$ cat src/sv/cma_pkg.sv
// Shared constants and controller/datapath command and status types
// for the centered moving average filter. No dependencies.
package cma_pkg;

	localparam int MAX_WINDOW_DEF   = 32;
	localparam int SAMPLE_WIDTH_DEF = 16;
	localparam int WIN_FIELD_W      = 6;

	localparam logic [WIN_FIELD_W-1:0] WIN_RESET = 6'd3;

	typedef struct packed {
		logic ld_in;
		logic upd;
		logic mul;
		logic emit_main;
		logic tail_rd;
		logic emit_tail;
		logic finish;
	} cmd_t;

	typedef struct packed {
		logic main_due;
		logic last;
		logic tail_none;
		logic tail_one;
		logic out_free;
	} sts_t;

endpackage

$ cat src/sv/cma_in_if.sv
// Sample stream channel: valid/ready handshake with sample and end mark.
// Depends on cma_pkg for the default sample width.
interface cma_in_if #(
	parameter int SAMPLE_WIDTH = cma_pkg::SAMPLE_WIDTH_DEF
);
	logic                           valid;
	logic                           ready;
	logic signed [SAMPLE_WIDTH-1:0] sample;
	logic                           final_sample;

	modport source (output valid, sample, final_sample, input ready);
	modport sink   (input valid, sample, final_sample, output ready);
endinterface

$ cat src/sv/cma_out_if.sv
// Result stream channel: valid/ready handshake with value and flags.
// Depends on cma_pkg for the default sample width.
interface cma_out_if #(
	parameter int SAMPLE_WIDTH = cma_pkg::SAMPLE_WIDTH_DEF
);
	logic                           valid;
	logic                           ready;
	logic signed [SAMPLE_WIDTH-1:0] value;
	logic                           averaged;
	logic                           end_of_run;

	modport source (output valid, value, averaged, end_of_run, input ready);
	modport sink   (input valid, value, averaged, end_of_run, output ready);
endinterface

$ cat src/sv/cma_ctrl.sv
// Sequencing state machine of the centered moving average filter.
// Depends on cma_pkg for the command and status types.
module cma_ctrl (
	input  logic          clk,
	input  logic          arst_n,
	input  logic          in_valid,
	output logic          in_ready,
	input  cma_pkg::sts_t sts,
	output cma_pkg::cmd_t cmd
);
	import cma_pkg::*;

	localparam logic [2:0] ST_IDLE  = 3'd0;
	localparam logic [2:0] ST_UPD   = 3'd1;
	localparam logic [2:0] ST_MUL   = 3'd2;
	localparam logic [2:0] ST_EMIT  = 3'd3;
	localparam logic [2:0] ST_TRD   = 3'd4;
	localparam logic [2:0] ST_TEMIT = 3'd5;

	logic [2:0] state_q;
	logic [2:0] state_nxt;

	always_comb begin
		cmd       = '0;
		state_nxt = state_q;
		in_ready  = (state_q == ST_IDLE);
		unique case (state_q)
			ST_IDLE: begin
				if (in_valid) begin
					cmd.ld_in = 1'b1;
					state_nxt = ST_UPD;
				end
			end
			ST_UPD: begin
				cmd.upd   = 1'b1;
				state_nxt = ST_MUL;
			end
			ST_MUL: begin
				cmd.mul = 1'b1;
				if (sts.main_due) begin
					state_nxt = ST_EMIT;
				end else if (sts.last) begin
					state_nxt = ST_TRD;
				end else begin
					cmd.finish = 1'b1;
					state_nxt  = ST_IDLE;
				end
			end
			ST_EMIT: begin
				if (sts.out_free) begin
					cmd.emit_main = 1'b1;
					if (sts.last && !sts.tail_none) begin
						state_nxt = ST_TRD;
					end else begin
						cmd.finish = 1'b1;
						state_nxt  = ST_IDLE;
					end
				end
			end
			ST_TRD: begin
				cmd.tail_rd = 1'b1;
				state_nxt   = ST_TEMIT;
			end
			ST_TEMIT: begin
				cmd.tail_rd = 1'b1;
				if (sts.out_free) begin
					cmd.emit_tail = 1'b1;
					if (sts.tail_one) begin
						cmd.finish = 1'b1;
						state_nxt  = ST_IDLE;
					end else begin
						state_nxt = ST_TRD;
					end
				end
			end
			default: begin
				state_nxt = ST_IDLE;
			end
		endcase
	end

	always_ff @(posedge clk or negedge arst_n) begin
		if (!arst_n) begin
			state_q <= ST_IDLE;
		end else begin
			state_q <= state_nxt;
		end
	end

endmodule

$ cat src/sv/cma_datapath.sv
// Delay line, running sum, reciprocal divide and output register of the
// centered moving average filter. Depends on cma_pkg; driven by cma_ctrl.
module cma_datapath #(
	parameter int MAX_WINDOW   = cma_pkg::MAX_WINDOW_DEF,
	parameter int SAMPLE_WIDTH = cma_pkg::SAMPLE_WIDTH_DEF
) (
	input  logic                                clk,
	input  logic                                arst_n,
	input  cma_pkg::cmd_t                       cmd,
	output cma_pkg::sts_t                       sts,
	input  logic signed [SAMPLE_WIDTH-1:0]      sample,
	input  logic                                final_sample,
	input  logic                                cfg_we,
	input  logic [cma_pkg::WIN_FIELD_W-1:0]     cfg_wdata,
	output logic                                out_valid,
	input  logic                                out_ready,
	output logic signed [SAMPLE_WIDTH-1:0]      value,
	output logic                                averaged,
	output logic                                end_of_run
);
	import cma_pkg::*;

	localparam int PTR_W  = $clog2(MAX_WINDOW);
	localparam int WIN_W  = $clog2(MAX_WINDOW + 1);
	localparam int SUM_W  = SAMPLE_WIDTH + $clog2(MAX_WINDOW);
	localparam int SHIFT  = SUM_W + WIN_W;
	localparam int RCP_W  = SHIFT + 1;
	localparam int PROD_W = SUM_W + RCP_W;
	localparam int SB_W   = PTR_W + 2;
	localparam int EXT_W  = (WIN_FIELD_W > WIN_W) ? WIN_FIELD_W : WIN_W;

	function automatic logic [WIN_W-1:0] eff_window(input logic [WIN_FIELD_W-1:0] raw);
		logic [EXT_W-1:0] ext;
		ext = EXT_W'(raw);
		if (ext == '0) begin
			return WIN_W'(1);
		end else if (ext > EXT_W'(MAX_WINDOW)) begin
			return WIN_W'(MAX_WINDOW);
		end else begin
			return ext[WIN_W-1:0];
		end
	endfunction

	function automatic logic [PTR_W-1:0] slot_back(input logic [PTR_W-1:0] cur,
			input logic [WIN_W-1:0] back);
		logic [SB_W-1:0] t;
		t = SB_W'(cur) + SB_W'(MAX_WINDOW) - SB_W'(back);
		if (t >= SB_W'(MAX_WINDOW)) begin
			t = t - SB_W'(MAX_WINDOW);
		end
		return t[PTR_W-1:0];
	endfunction

	localparam logic [WIN_W-1:0] W_RST = eff_window(WIN_RESET);
	localparam logic [RCP_W:0] RCP_NUM_RST = {2'b01, {SHIFT{1'b0}}} + (RCP_W+1)'(W_RST - 1);
	localparam logic [RCP_W:0] RCP_RST = RCP_NUM_RST / (RCP_W+1)'(W_RST);

	logic [RCP_W-1:0] rcp_tab [0:MAX_WINDOW];

	for (genvar g = 0; g <= MAX_WINDOW; g++) begin : g_rcp
		if (g == 0) begin : g_zero
			assign rcp_tab[g] = '0;
		end else begin : g_val
			localparam logic [RCP_W:0] NUM = {2'b01, {SHIFT{1'b0}}} + (RCP_W+1)'(g - 1);
			localparam logic [RCP_W:0] QUO = NUM / (RCP_W+1)'(g);
			assign rcp_tab[g] = QUO[RCP_W-1:0];
		end
	end

	logic signed [SAMPLE_WIDTH-1:0] mem [0:MAX_WINDOW-1];

	logic [WIN_W-1:0]               w_q;
	logic [RCP_W-1:0]               rcp_q;
	logic signed [SUM_W-1:0]        sum_q;
	logic [PTR_W-1:0]               wp_q;
	logic [WIN_W-1:0]               seen_q;
	logic [WIN_W-1:0]               back_q;
	logic signed [SAMPLE_WIDTH-1:0] s_q;
	logic                           last_q;
	logic signed [SAMPLE_WIDTH-1:0] rd_q;
	logic signed [SAMPLE_WIDTH-1:0] raw_q;
	logic [PROD_W-1:0]              prod_s1;
	logic                           neg_s1;
	logic                           ovalid_q;
	logic signed [SAMPLE_WIDTH-1:0] oval_q;
	logic                           oavg_q;
	logic                           oend_q;

	logic [WIN_W-1:0]        w_cfg;
	logic [WIN_W-1:0]        half;
	logic [WIN_W-1:0]        dly;
	logic                    main_due;
	logic                    avg_en;
	logic [PTR_W-1:0]        rd_addr;
	logic [SUM_W-1:0]        mag;
	logic [SAMPLE_WIDTH:0]   quo;
	logic [SAMPLE_WIDTH:0]   avg_v;
	logic                    emit;

	assign w_cfg    = eff_window(cfg_wdata);
	assign half     = w_q >> 1;
	assign dly      = w_q - WIN_W'(1) - half;
	assign main_due = (seen_q >= dly);
	assign avg_en   = (seen_q >= w_q - WIN_W'(1)) && (!last_q || w_q[0]);
	assign mag      = sum_q[SUM_W-1] ? SUM_W'(-sum_q) : SUM_W'(sum_q);
	assign quo      = prod_s1[SHIFT +: SAMPLE_WIDTH+1];
	assign avg_v    = neg_s1 ? (SAMPLE_WIDTH+1)'(-quo) : quo;
	assign emit     = cmd.emit_main || cmd.emit_tail;

	always_comb begin
		rd_addr = slot_back(wp_q, w_q);
		if (cmd.upd) begin
			rd_addr = slot_back(wp_q, dly);
		end else if (cmd.tail_rd) begin
			rd_addr = slot_back(wp_q, back_q - WIN_W'(1));
		end
	end

	always_ff @(posedge clk) begin
		if (cmd.upd) begin
			mem[wp_q] <= s_q;
		end
		rd_q <= mem[rd_addr];
	end

	always_ff @(posedge clk) begin
		if (cmd.ld_in) begin
			s_q <= sample;
		end
		if (cmd.mul) begin
			prod_s1 <= PROD_W'(mag) * PROD_W'(rcp_q);
			neg_s1  <= sum_q[SUM_W-1];
			raw_q   <= (dly == '0) ? s_q : rd_q;
		end
	end

	always_ff @(posedge clk or negedge arst_n) begin
		if (!arst_n) begin
			w_q    <= W_RST;
			rcp_q  <= RCP_RST[RCP_W-1:0];
			sum_q  <= '0;
			wp_q   <= '0;
			seen_q <= '0;
			back_q <= '0;
			last_q <= 1'b0;
		end else begin
			if (cmd.ld_in) begin
				last_q <= final_sample;
			end
			if (cmd.mul) begin
				back_q <= main_due ? dly : seen_q + WIN_W'(1);
			end else if (cmd.emit_tail) begin
				back_q <= back_q - WIN_W'(1);
			end
			if (cfg_we) begin
				w_q    <= w_cfg;
				rcp_q  <= rcp_tab[w_cfg];
				sum_q  <= '0;
				wp_q   <= '0;
				seen_q <= '0;
			end else if (cmd.upd) begin
				sum_q <= sum_q - ((seen_q >= w_q) ? SUM_W'(rd_q) : SUM_W'(0)) + SUM_W'(s_q);
			end else if (cmd.finish) begin
				if (last_q) begin
					sum_q  <= '0;
					wp_q   <= '0;
					seen_q <= '0;
				end else begin
					wp_q   <= (wp_q == PTR_W'(MAX_WINDOW - 1)) ? '0 : wp_q + PTR_W'(1);
					seen_q <= (seen_q == WIN_W'(MAX_WINDOW)) ? seen_q : seen_q + WIN_W'(1);
				end
			end
		end
	end

	always_ff @(posedge clk or negedge arst_n) begin
		if (!arst_n) begin
			ovalid_q <= 1'b0;
		end else if (emit) begin
			ovalid_q <= 1'b1;
		end else if (out_ready) begin
			ovalid_q <= 1'b0;
		end
	end

	always_ff @(posedge clk) begin
		if (cmd.emit_main) begin
			oval_q <= avg_en ? avg_v[SAMPLE_WIDTH-1:0] : raw_q;
			oavg_q <= avg_en;
			oend_q <= last_q && (dly == '0);
		end else if (cmd.emit_tail) begin
			oval_q <= rd_q;
			oavg_q <= 1'b0;
			oend_q <= (back_q == WIN_W'(1));
		end
	end

	assign sts.main_due  = main_due;
	assign sts.last      = last_q;
	assign sts.tail_none = (back_q == '0);
	assign sts.tail_one  = (back_q == WIN_W'(1));
	assign sts.out_free  = !ovalid_q || out_ready;

	assign out_valid  = ovalid_q;
	assign value      = oval_q;
	assign averaged   = oavg_q;
	assign end_of_run = oend_q;

endmodule

$ cat src/sv/centered_moving_average_filter.sv
// Top level of the centered moving average filter: controller plus datapath.
// Depends on cma_pkg, cma_in_if, cma_out_if, cma_ctrl and cma_datapath.
//
//   channel     direction  handshake     payload
//   samples     sink       valid/ready   sample, final_sample
//   results     source     valid/ready   value, averaged, end_of_run
//   cfg_*       sink       cfg_we        cfg_wdata (window_size)
//
// Each sample passes idle, update, multiply and, if it yields a word, emit;
// on the final sample each flushed tail word adds tail-read and tail-emit.
// The registered delay line read and reciprocal multiply set these steps.
// Reset: window 3, running sum, write pointer and sample count cleared;
// a window write also clears them. A word waits in the output register
// while the next sample is taken; a stalled sink holds the controller.
module centered_moving_average_filter #(
	parameter int MAX_WINDOW   = cma_pkg::MAX_WINDOW_DEF,
	parameter int SAMPLE_WIDTH = cma_pkg::SAMPLE_WIDTH_DEF
) (
	input logic                            clk,
	input logic                            arst_n,
	cma_in_if.sink                         samples,
	cma_out_if.source                      results,
	input logic                            cfg_we,
	input logic [cma_pkg::WIN_FIELD_W-1:0] cfg_wdata
);
	import cma_pkg::*;

	cmd_t cmd;
	sts_t sts;

	cma_ctrl u_ctrl (
		.clk      (clk),
		.arst_n   (arst_n),
		.in_valid (samples.valid),
		.in_ready (samples.ready),
		.sts      (sts),
		.cmd      (cmd)
	);

	cma_datapath #(
		.MAX_WINDOW   (MAX_WINDOW),
		.SAMPLE_WIDTH (SAMPLE_WIDTH)
	) u_datapath (
		.clk          (clk),
		.arst_n       (arst_n),
		.cmd          (cmd),
		.sts          (sts),
		.sample       (samples.sample),
		.final_sample (samples.final_sample),
		.cfg_we       (cfg_we),
		.cfg_wdata    (cfg_wdata),
		.out_valid    (results.valid),
		.out_ready    (results.ready),
		.value        (results.value),
		.averaged     (results.averaged),
		.end_of_run   (results.end_of_run)
	);

endmodule
$ cat src/flat_wrapper.sv
// flat-port wrapper written by rule: the top's interface ports become plain ports
module centered_moving_average_filter_flat import cma_pkg::*;
#(
	parameter int MAX_WINDOW   = cma_pkg::MAX_WINDOW_DEF,
	parameter int SAMPLE_WIDTH = cma_pkg::SAMPLE_WIDTH_DEF
)
  (clk, arst_n, cfg_we, cfg_wdata, samples_valid, samples_sample, samples_final_sample, samples_ready, results_valid, results_value, results_averaged, results_end_of_run, results_ready);
  cma_in_if #(.SAMPLE_WIDTH(SAMPLE_WIDTH)) samples_i ();
  cma_out_if #(.SAMPLE_WIDTH(SAMPLE_WIDTH)) results_i ();
  input logic clk;
  input logic arst_n;
  input logic cfg_we;
  input logic [cma_pkg::WIN_FIELD_W-1:0] cfg_wdata;
  input wire logic [$bits(samples_i.valid)-1:0] samples_valid;
  input wire logic [$bits(samples_i.sample)-1:0] samples_sample;
  input wire logic [$bits(samples_i.final_sample)-1:0] samples_final_sample;
  output wire logic [$bits(samples_i.ready)-1:0] samples_ready;
  output wire logic [$bits(results_i.valid)-1:0] results_valid;
  output wire logic [$bits(results_i.value)-1:0] results_value;
  output wire logic [$bits(results_i.averaged)-1:0] results_averaged;
  output wire logic [$bits(results_i.end_of_run)-1:0] results_end_of_run;
  input wire logic [$bits(results_i.ready)-1:0] results_ready;
  assign samples_i.valid = samples_valid;
  assign samples_i.sample = samples_sample;
  assign samples_i.final_sample = samples_final_sample;
  assign samples_ready = samples_i.ready;
  assign results_valid = results_i.valid;
  assign results_value = results_i.value;
  assign results_averaged = results_i.averaged;
  assign results_end_of_run = results_i.end_of_run;
  assign results_i.ready = results_ready;
  centered_moving_average_filter #(.MAX_WINDOW(MAX_WINDOW), .SAMPLE_WIDTH(SAMPLE_WIDTH)) u_core (.clk(clk), .arst_n(arst_n), .samples(samples_i), .results(results_i), .cfg_we(cfg_we), .cfg_wdata(cfg_wdata));
endmodule
$ cat config.mk
export PLATFORM = sky130hd
export DESIGN_NAME = centered_moving_average_filter_flat
export DESIGN_NICKNAME = d
export VERILOG_FILES = /design/src/sv/cma_pkg.sv /design/src/sv/cma_in_if.sv /design/src/sv/cma_out_if.sv /design/src/sv/cma_ctrl.sv /design/src/sv/cma_datapath.sv /design/src/sv/centered_moving_average_filter.sv /design/src/flat_wrapper.sv
export SDC_FILE = /design/constraint.sdc
export NUM_CORES = 2
export LEC_CHECK = 0
export ABC_AREA = 1
export BUFFER_PORTS_ARGS = -buffer_cell sky130_fd_sc_hd__buf_2
export CORE_UTILIZATION = 44
export DETAILED_ROUTE_END_ITERATION = 8
export MAX_ROUTING_LAYER = met4
export PLACE_DENSITY = 0.66
export SETUP_SLACK_MARGIN = 0.15
export SYNTH_ARGS = -nofsm -noshare
export SYNTH_HDL_FRONTEND = slang
export SYNTH_SLANG_ARGS = --single-unit
$ cat constraint.sdc
create_clock -name clk -period 21.6 [get_ports clk]
set_input_delay 2.16 -clock clk [delete_from_list [all_inputs] [get_ports clk]]
set_output_delay 2.16 -clock clk [all_outputs]
set_load 0.03 [all_outputs]
==> impl_metrics.json <==
{
  "final_antenna_net_count": 0,
  "drc": 0,
  "netlist_area_um2": 48900,
  "cts_buffer_depth": 3,
  "post_drt_wl_per_cell_um": 21.9,
  "cp_slowest_cell": "dfrtp_1",
  "grt_max_degree": 99,
  "clk_latency_ps": 640,
  "synth_warnings": 0,
  "whs_path_depth": 2,
  "globalRouteTotalUtil_pct": 26.4,
  "fp.dieH_um": 335,
  "rrSetupSlack_ps": 12860,
  "num_vias": 35600,
  "die_area_um2": 113000,
  "grt_pass1_wl_mm": 218,
  "synth-seq-area-share_pct": 40.2,
  "rsz0062_at_grt": "no",
  "clk_pin_slew_ps": 60,
  "synth_compound_area_share_pct": 9.88,
  "h-tree-depth": 3,
  "synthesis.nets": 5692,
  "layout_commonest_cell": "inv_1",
  "grt-ovfl-total": 0,
  "relSlewSlack_pct": 22.3,
  "slew_viol_final": 0,
  "cts.sinks": 672,
  "critPathLaunchType": "register",
  "hold_viol": 0,
  "clockRootBuffer": "clkbuf_16",
  "dp_hpwl_mm": 101,
  "die_w_um": 335,
  "period_minus_slack_ps": 8740,
  "drt-total-wl_mm": 142,
  "boundaryPins": 48,
  "cap_violations": 0,
  "crit_fanout": 28,
  "synth_top_family_by_area": "adder cells",
  "worst_hold_path_type": "reg -> reg",
  "rr_startpoint": "u_core.u_datapath.sum_q[0]",
  "firstDrtPassIters": 6,
  "setup_viol": 0,
  "reg2reg_to": "u_core.u_datapath.prod_s1[37]",
  "fmax_ghz": 0.114,
  "cts-resized-gates": 0,
  "grt_pass1_vias": 36400,
  "drive_above_1_share_pct": 6.26,
  "post_synth.cell_area_avg_um2": 9.83,
  "start_util_pct": 44.6,
  "fin_crit_sh_pct": 40.5,
  "core_um2": 110000,
  "cts_inserted_buffers": 70,
  "crit_top_cell": "fa_1",
  "synthMuxAreaShare_pct": 2.95,
  "post_cts_buffers": 0,
  "ys_ff_latch": 672,
  "synth-main-ff-cell": "edfxtp_1",
  "synth_cell_types": 68,
  "tns_ps": 0,
  "synth_fa_ha_area_share_pct": 25.3,
  "via_per_inst": 5.48,
  "max_stage_delay_ps": 1100,
  "total_power_mw": 8.74,
  "cts_tree": "built",
  "fin_skew_ps": 26.6,
  "first_iter_violations": 3208,
  "path_class": "reg -> reg",
  "crit_arrival_ps": 9120,
  "tightestPinTransition_ps": 1160,
  "yosys.area_share.xor_xnor_pct": 1.28,
  "floorplan.rows": 121,
  "p_leak_nw": 22.9,
  "antenna_found_initial": 3,
  "vdd_drop_max_v": 0.000167,
  "synth-simple-area-share_pct": 11.1,
  "layout_common_cells": "inv_1, nand2_1, edfxtp_1",
  "gp_congestion": 1.01,
  "ctsHoldBuffers": 0,
  "holdPathEnd": "u_core.u_datapath.back_q[3]",
  "area_delta_synth_final_pct": 8.51,
  "cp.required_ps": 21990,
  "synth_edf_count": 579,
  "crit_path_end_kind": "register",
  "power_density_nw_per_um2": 165,
  "hold_start": "u_core.u_datapath.back_q[3]",
  "numPortBuffers": 47,
  "status": "complete, no violations",
  "reg2regPathDepth": 28,
  "finalNetCount": 5681,
  "synthArstFlopShare_pct": 11.5,
  "fillCellCount": 10200,
  "synthCells": 4975
}
## routing by layer
metal | global-route usage (%) | up-vias | share of wire [%]
li1 | - | 16000 | -
met1 | 32.1 | 17900 | 39
met2 | 43.5 | 1329 | 49
met3 | 3.11 | 389 | 6.2
met4 | 13.7 | 0 | 6.1
met5 | - | - | 0
## Yosys cell counts, types with 8 or more instances
| library cell | count | share of area (%) |
|---|---|---|
| a21oi_1 | 276 | 2.8 |
| a31oi_1 | 44 | 0.56 |
| buf_1 | 16 | 0.12 |
| buf_2 | 46 | 0.47 |
| buf_4 | 14 | 0.21 |
| clkbuf_1 | 129 | 0.99 |
| clkinv_1 | 12 | 0.092 |
| dfrtp_1 | 61 | 3.1 |
| dfstp_2 | 16 | 0.86 |
| dfxtp_1 | 16 | 0.65 |
| edfxtp_1 | 579 | 36 |
| fa_1 | 499 | 20 |
| ha_1 | 190 | 4.9 |
| inv_1 | 931 | 7.1 |
| inv_2 | 26 | 0.20 |
| mux2i_1 | 144 | 2.9 |
| nand2_1 | 827 | 6.3 |
| nand2_2 | 8 | 0.10 |
| nand3_1 | 89 | 0.91 |
| nand4_1 | 17 | 0.22 |
| nor2_1 | 362 | 2.8 |
| nor3_1 | 20 | 0.20 |
| o211ai_1 | 85 | 1.3 |
| o21ai_0 | 344 | 3.5 |
| o21ai_1 | 43 | 0.44 |
| o22ai_1 | 25 | 0.32 |
| xnor2_1 | 13 | 0.23 |
| xor2_1 | 48 | 0.86 |
## final cells by class
cell class,instances,area [um2],area share (%)
Clock buffer,93,1900,3.58
Timing Repair Buffer,126,831,1.57
Antenna cell,1,2.50,0.00471
Sequential cell,672,19700,37.0
Clock inverter,33,382,0.719
Multi-Input combinational cell,3124,24800,46.8
Tap cell,1476,1850,3.48
Inverter,970,3650,6.87
## worst max-delay path, delay by kind of cell, from the launching register on
family                     cells  cell delay, ps
and+or+nand+nor               11            1900
adders and majority gates      9            4330
buffers and inverters          7             500
DFF                            1            1100
AOI/OAI and AO/OA              1             670
## where the power goes
part / switching, mW / internal [mW] / leakage, nW
Clock: 0.514 / 0.696 / 1.10
Sequential: 0.130 / 1.63 / 6.33
Combinational: 3.96 / 1.81 / 15.5
## per-stage QoR
stage	utilization, %	hold WS [ps]	worst slack (ps)	area [um2]	cells
final	48.4	573	12860	53100	6495
after CTS	48.4	571	12880	53100	6494
after global routing	48.4	606	12430	53100	6494
after floorplan	-	486	14660	48900	4975
after global placement	46.3	547	13050	50800	6368
after detailed placement	46.3	556	12890	50800	6368
## registers in the layout, indices dropped and copies added, names as in the netlist
register and cells:
u_core.u_datapath.w_q 6, u_core.u_datapath.rd_q 16, u_core.u_datapath.back_q 6, u_core.u_datapath.neg_s1 1, u_core.u_datapath.last_q 1, u_core.u_datapath.averaged 1
u_core.u_datapath.seen_q 6, u_core.u_datapath.wp_q 5, u_core.u_datapath.sum_q 21, u_core.u_ctrl.state_q 3, u_core.u_datapath.prod_s1 16, u_core.u_datapath.raw_q 16
u_core.u_datapath.value 16, u_core.u_datapath.mem 512, u_core.u_datapath.rcp_q 28, u_core.u_datapath.s_q 16, u_core.u_datapath.end_of_run 1, u_core.u_datapath.out_valid 1
## cell families (layout without fill, tap and decap cells)
kind of cell	after synthesis	in the layout
AO/OA/AOI/OAI	870	870
XOR/XNOR	66	66
adder cells (fa/ha/maj)	689	689
buffers and inverters	1179	1222
flip-flops	672	672
multiplexers	144	144
other	0	1
AND/OR/NAND/NOR	1355	1355
## how the worst max path moves through the flow
stage	cells past startpoint	endpoint	start
after CTS	28	u_core.u_datapath.prod_s1[37]	u_core.u_datapath.sum_q[0]
after floorplan	31	u_core.u_datapath.prod_s1[37]	u_core.u_datapath.sum_q[0]
final	28	u_core.u_datapath.prod_s1[37]	u_core.u_datapath.sum_q[0]
after global routing	28	u_core.u_datapath.prod_s1[37]	u_core.u_datapath.sum_q[0]
after detailed placement	28	u_core.u_datapath.prod_s1[37]	u_core.u_datapath.sum_q[0]
after global placement	28	u_core.u_datapath.prod_s1[37]	u_core.u_datapath.sum_q[0]
Power figures use the tool's default switching activity.
